===== src/rtl/pfi_pkg.sv =====
// ----------------------------------------------------------------------------
// pfi_pkg
// shared types and widths of the palette fade interpolator
// ----------------------------------------------------------------------------
package pfi_pkg;

    localparam int CH_W      = 6;   // one color channel
    localparam int IDX_W     = 8;   // palette entry index
    localparam int STEP_W    = 12;  // step number and step count
    localparam int PROD_W    = 18;  // step times channel difference
    localparam int QUO_W     = 6;   // quotient bits, one per divider cell
    localparam int NUM_CH    = 3;   // red, green, blue
    localparam int MAX_TABLE = 64;  // table entries reachable by a 6-bit channel

    typedef enum logic {
        OP_LOAD = 1'b0,
        OP_FADE = 1'b1
    } pfi_op_t;

    // per-channel divider state carried along the cell chain
    typedef struct packed {
        logic [PROD_W-1:0] rem;
        logic [QUO_W-1:0]  quo;
        logic              neg;
        logic [CH_W-1:0]   from;
    } pfi_chan_t;

    typedef struct packed {
        logic                   valid;
        pfi_op_t                op;
        logic [IDX_W-1:0]       index;
        logic [CH_W-1:0]        tval;
        pfi_chan_t [NUM_CH-1:0] chan;
    } pfi_word_t;

endpackage


===== src/rtl/pfi_ram.sv =====
// ----------------------------------------------------------------------------
// pfi_ram
// generic single write port ram with registered read
// ----------------------------------------------------------------------------
module pfi_ram #(
    parameter int WIDTH = 6,
    parameter int DEPTH = 64
) (
    input  logic                             aclk,
    input  logic                             wr_en,
    input  logic [$clog2(DEPTH)-1:0]         wr_addr,
    input  logic [WIDTH-1:0]                 wr_data,
    input  logic                             rd_en,
    input  logic [$clog2(DEPTH)-1:0]         rd_addr,
    output logic [WIDTH-1:0]                 rd_data
);

    logic [WIDTH-1:0] mem [DEPTH];
    logic [WIDTH-1:0] rd_data_reg;

    always_ff @(posedge aclk) begin
        if (wr_en) begin
            mem[wr_addr] <= wr_data;
        end
        if (rd_en) begin
            rd_data_reg <= mem[rd_addr];
        end
    end

    assign rd_data = rd_data_reg;

endmodule


===== src/rtl/pfi_div_cell.sv =====
// ----------------------------------------------------------------------------
// pfi_div_cell
// one restoring division step for all three channels, one quotient bit
// ----------------------------------------------------------------------------
module pfi_div_cell
    import pfi_pkg::*;
(
    input  logic              aclk,
    input  logic              aresetn,
    input  logic              en,
    input  logic [STEP_W-1:0] divisor,
    input  pfi_word_t         word_in,
    output pfi_word_t         word_out
);

    pfi_word_t         word_reg;
    pfi_word_t         word_next;
    logic [PROD_W-1:0] div_shifted;

    // divisor aligned to the top quotient bit
    assign div_shifted = {1'b0, divisor, {(QUO_W-1){1'b0}}};

    always_comb begin
        logic              ge;
        logic [PROD_W-1:0] rem_sub;
        word_next = word_in;
        for (int c = 0; c < NUM_CH; c++) begin
            ge      = (word_in.chan[c].rem >= div_shifted);
            rem_sub = ge ? (word_in.chan[c].rem - div_shifted) : word_in.chan[c].rem;
            word_next.chan[c].rem = {rem_sub[PROD_W-2:0], 1'b0};
            word_next.chan[c].quo = {word_in.chan[c].quo[QUO_W-2:0], ge};
        end
    end

    always_ff @(posedge aclk) begin
        if (!aresetn) begin
            word_reg.valid <= 1'b0;
        end else if (en) begin
            word_reg <= word_next;
        end
    end

    assign word_out = word_reg;

endmodule


===== src/rtl/palette_fade_interpolator.sv =====
// ----------------------------------------------------------------------------
// palette_fade_interpolator
// linear palette fade with brightness table lookup
// ----------------------------------------------------------------------------
// Takes one word per clock while the output is not stalled and gives one
// result per fade word. A fade word computes, per channel, from - (s *
// (from - to)) / step_count with s the step number saturated to step_count
// and a signed division that truncates toward zero, then maps the value
// through the brightness table. The division runs through a chain of six
// identical cells, one quotient bit each. A load word writes one table entry
// at the point where fade words read it, so loads and fades keep their order,
// and gives no result. The table comes out of reset as the identity map
// (per-entry valid flags, no clearing pass). The user must write step_count
// only while no word is in flight; the block does not enforce this. A value
// of zero acts as one.
// ----------------------------------------------------------------------------
module palette_fade_interpolator
    import pfi_pkg::*;
#(
    parameter int PALETTE_ENTRIES = 256,
    parameter int CHANNEL_LEVELS  = 64
) (
    input  logic              aclk,
    input  logic              aresetn,
    // step count register
    input  logic              cfg_wr_en,
    input  logic [STEP_W-1:0] cfg_wr_data,
    // input words
    input  logic              s_valid,
    output logic              s_ready,
    input  logic              s_opcode,
    input  logic [IDX_W-1:0]  s_entry_index,
    input  logic [CH_W-1:0]   s_from_red,
    input  logic [CH_W-1:0]   s_from_green,
    input  logic [CH_W-1:0]   s_from_blue,
    input  logic [CH_W-1:0]   s_to_red,
    input  logic [CH_W-1:0]   s_to_green,
    input  logic [CH_W-1:0]   s_to_blue,
    input  logic [STEP_W-1:0] s_step_number,
    input  logic [CH_W-1:0]   s_table_value,
    // result words
    output logic              m_valid,
    input  logic              m_ready,
    output logic [IDX_W-1:0]  m_out_index,
    output logic [CH_W-1:0]   m_out_red,
    output logic [CH_W-1:0]   m_out_green,
    output logic [CH_W-1:0]   m_out_blue
);

    // only the first 64 entries can ever be written or looked up
    localparam int TABLE_DEPTH = (CHANNEL_LEVELS < MAX_TABLE) ? CHANNEL_LEVELS : MAX_TABLE;
    localparam int TADDR_W     = $clog2(TABLE_DEPTH);
    localparam int LVL_W       = 9;

    typedef struct packed {
        pfi_op_t                      op;
        logic [IDX_W-1:0]             index;
        logic [NUM_CH-1:0][CH_W-1:0]  from;
        logic [NUM_CH-1:0][CH_W-1:0]  to;
        logic [STEP_W-1:0]            step;
        logic [CH_W-1:0]              tval;
    } in_word_t;

    typedef struct packed {
        logic                         valid;
        pfi_op_t                      op;
        logic [IDX_W-1:0]             index;
        logic [CH_W-1:0]              tval;
        logic [STEP_W-1:0]            step;
        logic [NUM_CH-1:0]            neg;
        logic [NUM_CH-1:0][CH_W-1:0]  from;
        logic [NUM_CH-1:0][CH_W-1:0]  absd;
    } front_t;

    // step count register, zero folded to one at write time
    logic [STEP_W-1:0] cnt_reg;

    always_ff @(posedge aclk) begin
        if (!aresetn) begin
            cnt_reg <= STEP_W'(1);
        end else if (cfg_wr_en) begin
            cnt_reg <= (cfg_wr_data == '0) ? STEP_W'(1) : cfg_wr_data;
        end
    end

    // pipeline advances whenever the output register can take a word
    logic en;
    logic m_valid_reg;

    assign en = !m_valid_reg || m_ready;

    // input skid stage: ready comes from a register, not from m_ready
    in_word_t in_word;
    in_word_t skid_reg;
    in_word_t src_word;
    logic     skid_valid_reg;
    logic     in_acc;
    logic     src_valid;

    assign in_word = '{op:    pfi_op_t'(s_opcode),
                       index: s_entry_index,
                       from:  {s_from_blue, s_from_green, s_from_red},
                       to:    {s_to_blue, s_to_green, s_to_red},
                       step:  s_step_number,
                       tval:  s_table_value};

    assign s_ready   = !skid_valid_reg;
    assign in_acc    = s_valid && s_ready;
    assign src_valid = skid_valid_reg || in_acc;
    assign src_word  = skid_valid_reg ? skid_reg : in_word;

    always_ff @(posedge aclk) begin
        if (!aresetn) begin
            skid_valid_reg <= 1'b0;
        end else if (en) begin
            skid_valid_reg <= 1'b0;
        end else if (in_acc) begin
            skid_valid_reg <= 1'b1;
        end
    end

    always_ff @(posedge aclk) begin
        if (!en && in_acc) begin
            skid_reg <= in_word;
        end
    end

    // front stage: saturate the step, split each difference into sign and magnitude
    front_t a_reg;
    front_t a_next;

    always_comb begin
        a_next.valid = src_valid;
        a_next.op    = src_word.op;
        a_next.index = src_word.index;
        a_next.tval  = src_word.tval;
        a_next.step  = (src_word.step > cnt_reg) ? cnt_reg : src_word.step;
        a_next.from  = src_word.from;
        for (int c = 0; c < NUM_CH; c++) begin
            a_next.neg[c]  = (src_word.from[c] < src_word.to[c]);
            a_next.absd[c] = a_next.neg[c] ? (src_word.to[c] - src_word.from[c])
                                           : (src_word.from[c] - src_word.to[c]);
        end
    end

    always_ff @(posedge aclk) begin
        if (!aresetn) begin
            a_reg.valid <= 1'b0;
        end else if (en) begin
            a_reg <= a_next;
        end
    end

    // product stage: |step * diff| is the dividend, below 2^18
    pfi_word_t b_reg;
    pfi_word_t b_next;

    always_comb begin
        b_next.valid = a_reg.valid;
        b_next.op    = a_reg.op;
        b_next.index = a_reg.index;
        b_next.tval  = a_reg.tval;
        for (int c = 0; c < NUM_CH; c++) begin
            b_next.chan[c].rem  = PROD_W'(a_reg.step) * PROD_W'(a_reg.absd[c]);
            b_next.chan[c].quo  = '0;
            b_next.chan[c].neg  = a_reg.neg[c];
            b_next.chan[c].from = a_reg.from[c];
        end
    end

    always_ff @(posedge aclk) begin
        if (!aresetn) begin
            b_reg.valid <= 1'b0;
        end else if (en) begin
            b_reg <= b_next;
        end
    end

    // divider chain: since s <= step_count the quotient never exceeds 63,
    // so six cells give the whole quotient
    pfi_word_t chain [QUO_W+1];

    assign chain[0] = b_reg;

    for (genvar i = 0; i < QUO_W; i++) begin : g_cell
        pfi_div_cell u_cell (
            .aclk     (aclk),
            .aresetn  (aresetn),
            .en       (en),
            .divisor  (cnt_reg),
            .word_in  (chain[i]),
            .word_out (chain[i+1])
        );
    end

    pfi_word_t last;

    assign last = chain[QUO_W];

    // lookup stage: apply the sign, clamp to the table, address the table
    logic [NUM_CH-1:0][TADDR_W-1:0] rd_addr;
    logic [NUM_CH-1:0][CH_W-1:0]    rst_val;

    always_comb begin
        logic [CH_W:0]    v;
        logic [LVL_W-1:0] lvl;
        for (int c = 0; c < NUM_CH; c++) begin
            v = last.chan[c].neg ? ({1'b0, last.chan[c].from} + {1'b0, last.chan[c].quo})
                                 : ({1'b0, last.chan[c].from} - {1'b0, last.chan[c].quo});
            lvl = LVL_W'(v);
            if (lvl >= LVL_W'(CHANNEL_LEVELS)) begin
                lvl = LVL_W'(CHANNEL_LEVELS - 1);
            end
            rd_addr[c] = lvl[TADDR_W-1:0];
            rst_val[c] = lvl[CH_W-1:0];
        end
    end

    // table writes happen at the lookup point so a later fade sees them
    logic [CH_W-1:0] ld_idx;
    logic            ld_ok;
    logic            tbl_wr;

    assign ld_idx = last.index[CH_W-1:0];
    assign ld_ok  = last.valid && (last.op == OP_LOAD)
                    && (LVL_W'(ld_idx) < LVL_W'(CHANNEL_LEVELS));
    assign tbl_wr = en && ld_ok;

    // written flags: an unwritten entry reads as its own index
    logic [TABLE_DEPTH-1:0] tv_reg;

    always_ff @(posedge aclk) begin
        if (!aresetn) begin
            tv_reg <= '0;
        end else if (tbl_wr) begin
            tv_reg[ld_idx[TADDR_W-1:0]] <= 1'b1;
        end
    end

    // one table copy per channel, all written together
    logic [NUM_CH-1:0][CH_W-1:0] rd_data;

    for (genvar c = 0; c < NUM_CH; c++) begin : g_table
        pfi_ram #(
            .WIDTH (CH_W),
            .DEPTH (TABLE_DEPTH)
        ) u_table (
            .aclk    (aclk),
            .wr_en   (tbl_wr),
            .wr_addr (ld_idx[TADDR_W-1:0]),
            .wr_data (last.tval),
            .rd_en   (en),
            .rd_addr (rd_addr[c]),
            .rd_data (rd_data[c])
        );
    end

    // palette index wrap, a constant table
    logic [IDX_W-1:0] mod_lut [2**IDX_W];

    for (genvar i = 0; i < 2**IDX_W; i++) begin : g_mod
        assign mod_lut[i] = IDX_W'(i % PALETTE_ENTRIES);
    end

    // output register, aligned with the table read data
    logic [IDX_W-1:0]            m_index_reg;
    logic [NUM_CH-1:0]           hit_reg;
    logic [NUM_CH-1:0][CH_W-1:0] rst_reg;

    always_ff @(posedge aclk) begin
        if (!aresetn) begin
            m_valid_reg <= 1'b0;
        end else if (en) begin
            m_valid_reg <= last.valid && (last.op == OP_FADE);
        end
    end

    always_ff @(posedge aclk) begin
        if (en) begin
            m_index_reg <= mod_lut[last.index];
            for (int c = 0; c < NUM_CH; c++) begin
                hit_reg[c] <= tv_reg[rd_addr[c]];
                rst_reg[c] <= rst_val[c];
            end
        end
    end

    assign m_valid     = m_valid_reg;
    assign m_out_index = m_index_reg;
    assign m_out_red   = hit_reg[0] ? rd_data[0] : rst_reg[0];
    assign m_out_green = hit_reg[1] ? rd_data[1] : rst_reg[1];
    assign m_out_blue  = hit_reg[2] ? rd_data[2] : rst_reg[2];

endmodule


===== config.mk =====
export PLATFORM = sky130hd
export DESIGN_NAME = palette_fade_interpolator
export DESIGN_NICKNAME = d
export VERILOG_FILES = /design/src/rtl/pfi_pkg.sv /design/src/rtl/pfi_ram.sv /design/src/rtl/pfi_div_cell.sv /design/src/rtl/palette_fade_interpolator.sv
export SDC_FILE = /design/constraint.sdc
export NUM_CORES = 2
export LEC_CHECK = 0
export BUFFER_PORTS_ARGS = -buffer_cell sky130_fd_sc_hd__buf_2
export CORE_AREA = 2 2 425 427
export DETAILED_ROUTE_END_ITERATION = 6
export DIE_AREA = 0 0 427 429
export MAX_ROUTING_LAYER = met4
export PLACE_DENSITY = 0.57
export SYNTH_ARGS = -nofsm -noshare
export SYNTH_HDL_FRONTEND = slang
export SYNTH_SLANG_ARGS = --single-unit

===== constraint.sdc =====
create_clock -name aclk -period 23 [get_ports aclk]
set_input_delay 0 -clock aclk [delete_from_list [all_inputs] [get_ports aclk]]
set_output_delay 0 -clock aclk [all_outputs]
set_load 0.03 [all_outputs]

======== Yosys cells after proc, flatten, opt, wreduce, memory -nomap -nowiden ========
Memory sizes are Yosys's and may differ from the RTL's. A register that Yosys moved wholly into a read port is not among the register bits.
Index checks and enable logic that the tools add are counted.
storage, ports and cells
  register bits ........................... 860
  memory bits (writable) .................. 1152
  ROM bits ................................ 2048
  memories ................................ 4
  output and inout port bits .............. 28
  word-level logic and storage cells ...... 270
  input bits .............................. 80
memory list
  memory                  words  width  rd ports  clocked after Yosys merged registers in  wr ports  line                              source
  (name not given)        256    8      1         1                                        0         palette_fade_interpolator.sv:280  m_index_reg <= mod_lut[last.index];
  g_table[0].u_table.mem  64     6      1         1                                        1         pfi_ram.sv:18                     logic [WIDTH-1:0] mem [DEPTH];
  g_table[1].u_table.mem  64     6      1         1                                        1         pfi_ram.sv:18
  g_table[2].u_table.mem  64     6      1         1                                        1         pfi_ram.sv:18
cells by class
  bitwise operators ....................... 4
  muxes and demuxes ....................... 40
  $mul .................................... 3
  order comparisons ....................... 30
  reductions and logical operators ........ 14
  add/subtract/negate cells ............... 27
operators by type and width
  cell                                                                   number
  18-bit by 17-bit >= comparator with 1-bit output                       18
  17-bit two-way mux                                                     15
  17-bit subtractor                                                      15
  64-bit OR                                                              1
  63-bit two-way mux                                                     1
  12-bit by 6-bit multiplier with 18-bit output                          3
  6-bit two-way mux                                                      9
  6-bit subtractor                                                       6
  6-bit by 7-bit < comparator with 1-bit output, second input constant   4
  12-bit two-way mux                                                     2
  6-bit by 6-bit adder with 7-bit output                                 3
  7-bit >= comparator, second input constant                             3
  7-bit two-way mux                                                      3
  6-bit by 6-bit subtractor with 7-bit output                            3
  1-bit binary-select mux with 6-bit select                              3
  6-bit < comparator                                                     3
  12-bit > comparator                                                    1
  12-bit zero test                                                       1
  8-bit inverter with 9-bit output                                       1
  1-bit demux with 6-bit select                                          1
  6-bit by 1-bit >= comparator with 1-bit output, second input constant  1
  1-bit logical AND                                                      6
  1-bit two-way mux                                                      6
  1-bit zero test                                                        3
  4 further kinds                                                        6

======== Longest topological paths before layout ========
  word-level depth ........................ 6
  mapped depth ............................ 19
  gate-level depth less buffers ........... 17

======== Cells and area by module ========
A second synthesis with hierarchy kept.
unflattened totals
  cell total of the unflattened synthesis .. 6665
  area total of the unflattened synthesis .. 100945.6 um^2
modules (own cells, without submodules)
  module                                times used  sequential area each (um^2)  cells an instance  area an instance (um^2)
  pfi_ram                               3           11711.2                      720                15285.9
  palette_fade_interpolator             1           9048.7                       2085               22474.1
  pfi_div_cell at g_cell[0].u_cell ...  4           3173.0                       406                5465.2
  pfi_div_cell at g_cell[5].u_cell      1           3173.0                       394                5397.7
  pfi_div_cell at g_cell[4].u_cell      1           3173.0                       402                5355.1

======== Least setup slack after synthesis ========
Ideal clock, no wire load.
  kind .................................... register to register
  start point ............................. register m_valid_reg (netlist: m_valid)
  end point ............................... register a_reg[0] (netlist name) (enable)
  data required time ...................... 21892 ps
  cell stages (with the launch flop) ...... 5
  library setup time ...................... 1108 ps
  period minus slack after synthesis ...... 18216 ps
  arrival time ............................ 17108 ps
  path slack .............................. 4784 ps
  path buffers ............................ 1
  path through ............................ dfxtp_1 > nor2b_1 > inv_1 > clkbuf_1 > and2_1
on the way
  word-level cells in the longest chain between the ends .. 3
RTL lines
  what                                  line                              source
  start: declaration                    palette_fade_interpolator.sv:88   logic m_valid_reg;
  start signal: assignment              palette_fade_interpolator.sv:274  m_valid_reg <= last.valid && (last.op == OP_FADE);
  1-bit zero test                       palette_fade_interpolator.sv:90   assign en = !m_valid_reg || m_ready;
  1-bit logical OR                      palette_fade_interpolator.sv:90
  2-bit AND reduction (no source line)  n/a
  end signal: assignment                palette_fade_interpolator.sv:150  a_reg <= a_next;
  end: declaration                      palette_fade_interpolator.sv:129  front_t a_reg;
Every way passes these cells.
A chain may end at the register's enable or synchronous reset.

======== Worst setup path in the final report ========
  start point ............................. register g_cell[5].u_cell.word_reg (netlist bit g_cell[5].u_cell.word_out[7])
  end point ............................... register g_table[0].u_table.rd_data_reg[0] (read register of g_table[0].u_table.mem) (data pin)
on the way
  word-level cells in the longest chain between the ends .. 4
  elaborated cells between the ends (all ways) .. 5
  those cells by class .................... 2 x add/sub; 1 x order compare; 2 x mux
RTL lines
  what                                                                                                          line                                                                source
  start: declaration                                                                                            pfi_div_cell.sv:16                                                  pfi_word_t word_reg;
  start signal: assignment                                                                                      pfi_div_cell.sv:39                                                  word_reg <= word_next;
  6-bit by 6-bit subtractor with 7-bit output / 6-bit by 6-bit adder with 7-bit output (equally long branches)  palette_fade_interpolator.sv:209, palette_fade_interpolator.sv:208
  7-bit two-way mux (*)                                                                                         palette_fade_interpolator.sv:208                                    v = last.chan[c].neg ? ({1'b0, last.chan[c].from} + {1'b0, last.chan[c].quo})
  7-bit >= comparator                                                                                           palette_fade_interpolator.sv:211                                    if (lvl >= LVL_W'(CHANNEL_LEVELS)) begin
  6-bit two-way mux (*)                                                                                         palette_fade_interpolator.sv:211
  end: declaration                                                                                              pfi_ram.sv:19                                                       logic [WIDTH-1:0] rd_data_reg;
Every way passes the cells marked *; elsewhere a longest branch is shown, timed or not.

==> out/qor.csv <==
metric,value,unit
status,finished with violations,
violations,"capacitance limit, slew limit",
ys.flop_type,edfxtp_1,
p_int,6.360,mW
timing.final.hold_violations,0,
fin_crit_sh,28.53,%
cellPowerDensity,134.2,mW/mm^2
critPathKind,flip-flop to flip-flop,
vias,54300,
post-route-util,45.81,%
grt_pass1_wl,383.9,mm
yosys-top-cells-count,"1154 x edfxtp_1, 505 x nand2_1, 411 x inv_1",
htreeDepth,4,
hold_ws,0.06830,ns
maxCapViolCount,3,
r2r_cells,17,
synth_most_common_cell,edfxtp_1,
largest_reg_flops,510,
crit_end,g_table[0].u_table.rd_data[0],
syn_area,0.07104,sq mm
multi_input_area,0.03226,sq mm
crit_path_cell_trace,inv_1 -> ha_1 -> nor3b_2 -> nor2_1 -> xor2_1 -> ha_1 -> a21o_1 -> a21oi_2 -> nand4_2 -> nand2_2 -> buf_4 -> inv_2 -> nand2_1 -> a31oi_1 -> a221oi_1 -> a211oi_1 -> a211o_1,
drive_gt1_share,12.36,%
start_util,39.91,%
path_max_fanout,33,
fmax,0.1524,GHz
ys_types,99,
hold_depth,3,
viasPerCell,6.094,
p_total,10.95,mW
cp.required,23.56,ns
cp.arrival,7.12,ns
slowest_delay,1.16,ns
slowest_stage,a221oi_1,
rr_endpoint,g_table[0].u_table.rd_data[0],
cts_buffers,143,
antenna_found_initial,9,
rsz0062_at_grt,false,
core,0.1780,sq mm
cts_tree,yes,
rrSetupSlack,16.44,ns
yosys.area.top_type,edfxtp_1,
cp-startpoint,g_cell[5].u_cell.word_out[7],
ys_seq_area_share,51.20,%
wl_met3,22.85,mm
start_kind,flip-flop,
drt_pass1_iterations,6,
tightest_slew,1.590,ns
dr_wl_met2,121.9,mm
syn-num-nets,6723,
switching_share,41.90,%
rows,155,
n_fill_cell,16280,
grt-ovfl-total,0,
io_pins,108,
topRoutingLayerUsed,met4,
period_minus_slack,6.562,ns
clock-sinks,1240,
drt-met1-wl,102.8,mm
syn_area_per_cell,11.58,sq um
grt_usage,29.78,%
synth_top_area_share,48.78,%
final.setup.tns,0,ns
port_buffers,107,
wl_per_cell,30.08,microns
insertion_delay,0.84,ns
p_switching,4.588,mW
hold_path.class,primary input to flip-flop,
cts_hold_buf,172,
grt_start_max_net_pins,203,
route.detailed.drc,0,
antenna_left,0,
cts_setup_buffers,0,
synth_cells,6136,
path_clk_slew,0.06,ns
cpMostUsedCell,ha_1,
vdd_drop_max,0.09305,mV
crit_cells,17,
post_cts_resized,0,
regArea,0.03638,sq mm
drtIter0Drc,6217,
grt_pass1_vias,53580,
crit_buf_inv,3,
synthArstFlopShare,0,%
skew,0.05482,ns
synth_edf_count,1154,
crit_family,compound AO/OA/AOI/OAI gates,
gp_congestion,1.068,
synth_area_leaders,"edfxtp_1 49%, ha_1 6.3%, mux2i_1 4.4%",
combPwrFrac,48.8,%
p_leak,30.49,nW
end_kind,flip-flop,
wl,268.0,mm
p_clk_share,21.7,%
layout.nets,7013,
area_growth,14.79,%
dieWidth,427,microns
clock-root-buffer,clkbuf_16,
yosys_warnings,0,
clk_path_buf_depth,3,
setup_viol,0,
reg2reg_from,g_cell[5].u_cell.word_out[7],
seqPwrFrac,29.5,%
ys_seq_elements,1240,
slew_headroom,-7.325,%
drv_slew,19,
die_y,429,microns
hpwl,184.5,mm
die-area,0.1832,sq mm
-- per-layer routing --
metal	vias up	GRT usage [%]
li1	23700	-
met1	26800	35.22
met2	2814	45.68
met3	988	7.053
met4	0	18.59
met5	-	-
-- stage by stage --
step	worst slack, ns	cell area, sq um	instances
2_1_floorplan	4.784	71040	6136
3_3_place_gp	16.41	74890	8461
3_5_place_dp	16.74	74920	8463
4_1_cts	16.69	81520	8899
5_1_grt	16.41	81540	8909
6_report	16.44	81550	8911
-- layout make-up --
type                       instances  share of cell area, %
sequential                      1240                  44.61
multi-input combinational       4181                  39.56
clock buffer                     176                  4.604
timing repair buffer             436                  4.250
tap                             2355                  3.613
inverter                         424                  1.955
clock inverter                    88                  1.370
antenna                           11                0.03375
-- cells in the final DEF (no fill, tap or decap), types with 31 or more instances in the layout --
cell type and n:
and3_1 46, nand4_1 50, and2_1 149, nor3_1 106
nand2_1 504, mux2i_1 312, o221ai_1 69, or3_1 38
fa_1 145, xor2_1 59, inv_1 407, nor4_1 38
buf_4 153, o21ai_0 263, o22ai_1 76, o211ai_1 31
edfxtp_1 1154, nor2b_1 79, a21o_1 64, dlygate4sd3_1 172
a221oi_1 70, dfxtp_1 84, a211oi_1 60, a21boi_0 44
ha_1 357, nor2_1 301, xnor2_1 108, o21a_1 96
clkbuf_16 145, a31oi_1 78, mux2_2 196, buf_2 107
nand3_1 102, a21oi_1 261
-- worst min path at each step --
stage | slack [ns] | startpoint | endpoint
final | 0.07 | s_table_value[2] | a_reg[53]
after global routing | 0.05 | s_table_value[2] | a_reg[53]
after CTS | 0.01 | s_table_value[2] | a_reg[53]
after detailed placement | 0.19 | s_from_blue[3] | skid_reg[51]
after global placement | 0.19 | s_from_green[5] | skid_reg[47]
after floorplan | 0.1 | s_table_value[0] | skid_reg[0]
-- worst register-to-register path, delay by kind of cell, from the launching register on --
| kind | cells | cell delay, ns |
|---|---|---|
| buffers and inverters | 3 | 0.98 |
| AND/OR/NAND/NOR | 5 | 1.69 |
| adder cells (fa/ha/maj) | 2 | 0.54 |
| XOR/XNOR | 1 | 0.16 |
| flip-flops | 1 | 0.45 |
| AO/OA/AOI/OAI | 6 | 2.51 |
-- power groups by stage --
| stage | sequential [mW] | combinational, mW | clock, mW |
|---|---|---|---|
| 2_1_floorplan | 3.18 | 3.49 | 0 |
| 4_1_cts | 3.23 | 5.20 | 2.42 |
| 6_report | 3.23 | 5.34 | 2.38 |
| 3_5_place_dp | 3.28 | 5.14 | 0 |
| 3_3_place_gp | 3.27 | 5.10 | 0 |
| 5_1_grt | 3.26 | 5.70 | 2.51 |
-- cells by family (layout without fill, tap and decap cells) --
| kind of cell | Yosys count | in the layout | share of synthesized area, % |
|---|---|---|---|
| other | 0 | 11 | 0 |
| adders and majority gates | 507 | 507 | 10.48 |
| DFF | 1240 | 1240 | 51.20 |
| muxes | 516 | 516 | 7.756 |
| xor gates and xnor gates | 173 | 173 | 2.133 |
| buffers and inverters | 715 | 1124 | 3.910 |
| AOI/OAI and AO/OA | 1444 | 1444 | 13.95 |
| and+or+nand+nor | 1541 | 1541 | 10.57 |
(Power assumes the default switching activity.)
